**config.mk**
```make
export PLATFORM = sky130hd
export DESIGN_NAME = lcabl_ram
export DESIGN_NICKNAME = d
export VERILOG_FILES = /design/src/hw/rtl/lcabl_ram.sv
export SDC_FILE = /design/constraint.sdc
export NUM_CORES = 1
export LEC_CHECK = 0
export ABC_AREA = 1
export ABC_CLOCK_PERIOD_IN_PS = 1500
export CAP_MARGIN = 20
export CORE_ASPECT_RATIO = 0.8
export CORE_MARGIN = 2
export CORE_UTILIZATION = 62
export CTS_BUF_LIST = sky130_fd_sc_hd__clkbuf_4
export CTS_CLUSTER_DIAMETER = 40
export CTS_CLUSTER_SIZE = 8
export DETAILED_ROUTE_END_ITERATION = 10
export DONT_BUFFER_PORTS = 1
export GPL_ROUTABILITY_DRIVEN = 1
export PLACE_DENSITY = 0.78
export SYNTH_ARGS = -nofsm -noshare
export SYNTH_HDL_FRONTEND = slang
export SYNTH_SLANG_ARGS = --single-unit
```
**constraint.sdc**
```tcl
create_clock -name clk -period 1.5 [get_ports clk]
set_input_delay 0.3 -clock clk [delete_from_list [all_inputs] [get_ports clk]]
set_output_delay 0.3 -clock clk [all_outputs]
set_load 0.05 [all_outputs]
```
**src/hw/rtl/lcabl_ram.sv**
```systemverilog
`default_nettype none

module lcabl_ram #(
    parameter int WIDTH = 8,
    parameter int DEPTH = 16,
    localparam int AW = $clog2(DEPTH)
) (
    input  wire logic             clk,
    input  wire logic             we,
    input  wire logic [AW-1:0]    waddr,
    input  wire logic [WIDTH-1:0] wdata,
    input  wire logic [AW-1:0]    raddr,
    output logic      [WIDTH-1:0] rdata
);

    logic [WIDTH-1:0] mem [DEPTH];

    always_ff @(posedge clk)
    begin
        if (we)
        begin
            mem[waddr] <= wdata;
        end
        rdata <= mem[raddr];
    end

endmodule

`default_nettype wire

```
==> results.tsv <==
metric	value	unit
result of the run	finished clean	
die height	90.3	um
warnings from Yosys	0	
Post-Synth Simple-Gate Area	21.0	%
number of cells traversed by the worst register-to-register path	6	
number of nets with antenna violations after detailed routing	0	
WL/cell	18.2	um
Setup crit end kind	primary output	
total I/O pin count	26	
global-route wire length before repair	20100	um
Port Buf Inserts	0	
Worst EP required	1200	ps
Die Area	0.0101	mm^2
DR pass1 iterations	6	
post-synth top area share	66.7	%
Max Clock Freq	722	MHz
Worst-Margin Slew	786	ps
DP HPWL	7650	um
final-report setup violation count	0	
Num CTS Buffers	17	
overall overflow remaining after global route	0	
Post-Syn Area	0.00577	mm^2
Nets	597	
worst min-delay path class	input pin to register	
dominant combinational cell family by area after synthesis	simple AND/OR/NAND/NOR gates	
kind of launch point of the worst setup path	register	
Cell Count Post-Placement	663	
critical path fanouts, max	1	
Std-Cell Rows	31	
r2r setup slk	460	ps
final critical-path required period	1380	ps
initial antenna violation count	0	
crit path to	rdata[3]	
CTS Root Cell	sky130_fd_sc_hd__clkbuf_4	
class of the most critical setup path	register to primary output	
DIE WIDTH	112	um
Data arrival, critical path	1080	ps
Antenna diodes	0	
worst skew pair latency	550	ps
Avg Synthesized Cell Area	10.5	um^2
gp weighted congestion	0.872	
mux cell area share after synthesis	0	%
area of placed instances	0.00593	mm^2
most frequent cells in the layout	sky130_fd_sc_hd__nand2_1, sky130_fd_sc_hd__edfxtp_1, sky130_fd_sc_hd__inv_1	
post-synthesis register bit count	136	
most area-consuming cells after synthesis	sky130_fd_sc_hd__edfxtp_1, sky130_fd_sc_hd__nand2_1, sky130_fd_sc_hd__nand3_1, sky130_fd_sc_hd__inv_1, sky130_fd_sc_hd__dfxtp_1	
number of global-route vias before repair	3622	
top layer used by detailed routing	met4	
WL met3	1560	um
IR drop worst, VDD	1.40	mV
leakage	2.76	nW
htree depth	4	
Placeable Area	0.00904	mm^2
post-synthesis compound-gate area fraction	0	%
summed negative setup slack over all endpoints	0	ps
period utilisation layout	92.3	%
WP depth	0	
Critical Path Start	rdata[3]$_DFF_P_	
total setup buffers inserted after CTS	0	
critical register-to-register path endpoint	rdata[0]$_DFF_P_	
maximum number of pins on one net before global-route repair	66	
Clock Path Buffers	2	
Initial Util	63.8	%
GRT Overall Usage	27.2	%
fraction of synthesized cell area in xor and xnor cells	0	%
met2 layer wire length in the routed design	5690	um
Fin Clk Skew	21.9	ps
Final Cell Area	0.00638	mm^2
cell taking the most area after synthesis	sky130_fd_sc_hd__edfxtp_1	
area growth from synthesis to final layout	10.7	%
overall via count from detail_route	3909	
commonest non-fill, non-tap cell in the layout	sky130_fd_sc_hd__nand2_1	
launch instance of the worst register-to-register path	mem[2][0]$_DFFE_PP_	
detailed-route vias per instance	5.53	
Mapped Cells	551	
area share of fa/ha/maj cells after synthesis	0	%
Non-Filler Instances	707	
number of sinks driven by the clock tree	136	
detailed-route DRC error count	0	
portion of the post-synthesis area used by sequential elements	69.4	%
fraction of final layout cells with drive strength greater than 1	10.8	%
syn_nets	569	
unrepaired setup endpoints after global routing	no	
Total Routed Length	12900	um
clock tree from TritonCTS	yes	
Slew Viols, Final	0	
number of max-capacitance violations reported	0	
cell area power density	1170	mW/mm^2
Hold Fails Final Rpt	0	
total routed wire length on the met1 layer	5480	um
initial DRC count	403	
worst max-slew margin expressed relative to the limit	47.5	%
post-synth cell types	12	
Clock Pin Slew Worst Setup and Hold Paths	120	ps
==> sequential cells by signal, indices dropped and copies added (netlist names) <==
| register | flops |
|---|---|
| mem | 128 |
| rdata | 8 |
==> cells by family (layout without fill, tap and decap cells) <==
family / count (synthesis) / count (layout)
flip-flops: 136 / 136
buffers and inverters: 126 / 167
AND/OR/NAND/NOR: 289 / 289
==> tightest hold or removal path: stages <==
cell and delay (ps):
sky130_fd_sc_hd__nand2_1 40, sky130_fd_sc_hd__nand3_1 60, sky130_fd_sc_hd__nand3_1 70, sky130_fd_sc_hd__nand2_1 60
==> report_power, final <==
part	total, mW	leakage [nW]	switching [mW]	internal (mW)
Sequential	4.37	1.22	0.118	4.25
Combinational	0.455	1.37	0.309	0.146
Clock	2.63	0.169	1.31	1.32
Total	7.45	2.76	1.74	5.72
==> routing by layer <==
| layer | track usage [%] | up-vias |
|---|---|---|
| li1 | - | 1832 |
| met1 | 40.2 | 1825 |
| met2 | 37.4 | 238 |
| met3 | 10.8 | 14 |
| met4 | 8.95 | 0 |
| met5 | 0 | - |
==> layout make-up <==
cell class	instances	area, um^2
inverters	102	383
multi-input cells	289	1220
well taps	115	144
clock buffers	18	135
repair buffers	33	303
fillers	642	2650
clock inverters	14	181
flip-flops and latches	136	4010
==> Yosys cell counts <==
master and number:
sky130_fd_sc_hd__buf_4 4, sky130_fd_sc_hd__inv_2 2, sky130_fd_sc_hd__nand2_1 173, sky130_fd_sc_hd__dfxtp_1 8, sky130_fd_sc_hd__buf_6 6, sky130_fd_sc_hd__buf_2 13, sky130_fd_sc_hd__nor2_1 17, sky130_fd_sc_hd__buf_1 1
sky130_fd_sc_hd__nand3b_1 2, sky130_fd_sc_hd__inv_1 100, sky130_fd_sc_hd__nand3_1 97, sky130_fd_sc_hd__edfxtp_1 128
==> worst min path at each step <==
stage          depth (start not counted)  startpoint                    to  slack, ps
2_1_floorplan                          0    wdata[0]   mem[0][0]$_DFFE_PP_        400
3_3_place_gp                           0    wdata[5]  mem[11][5]$_DFFE_PP_        400
3_5_place_dp                           0    wdata[1]   mem[3][1]$_DFFE_PP_        400
4_1_cts                                4    raddr[1]      rdata[4]$_DFF_P_          4
5_1_grt                                4    raddr[1]      rdata[6]$_DFF_P_          3
6_report                               4    raddr[1]      rdata[6]$_DFF_P_         10
==> through the flow <==
stage | hold slack, ps | total power, mW | utilization, % | setup slack [ps]
5_1_grt | 3.40 | 7.69 | 70.6 | 59.5
6_report | 11.7 | 7.45 | 70.6 | 116
3_3_place_gp | 400 | 4.78 | 65.6 | 307
4_1_cts | 3.78 | 7.48 | 70.5 | 54.0
3_5_place_dp | 400 | 4.79 | 65.6 | 288
2_1_floorplan | 399 | 4.73 | - | 249
==> what timing repair did <==
action | CTS | global route
endpoints found under the setup margin | 8 | 1
resized for setup | 8 | 2
hold buffers | 12 | 1
hold endpoints to repair | 136 | 1
gates cloned | 0 | 0
No activity file was read; power rests on OpenSTA's default activity.
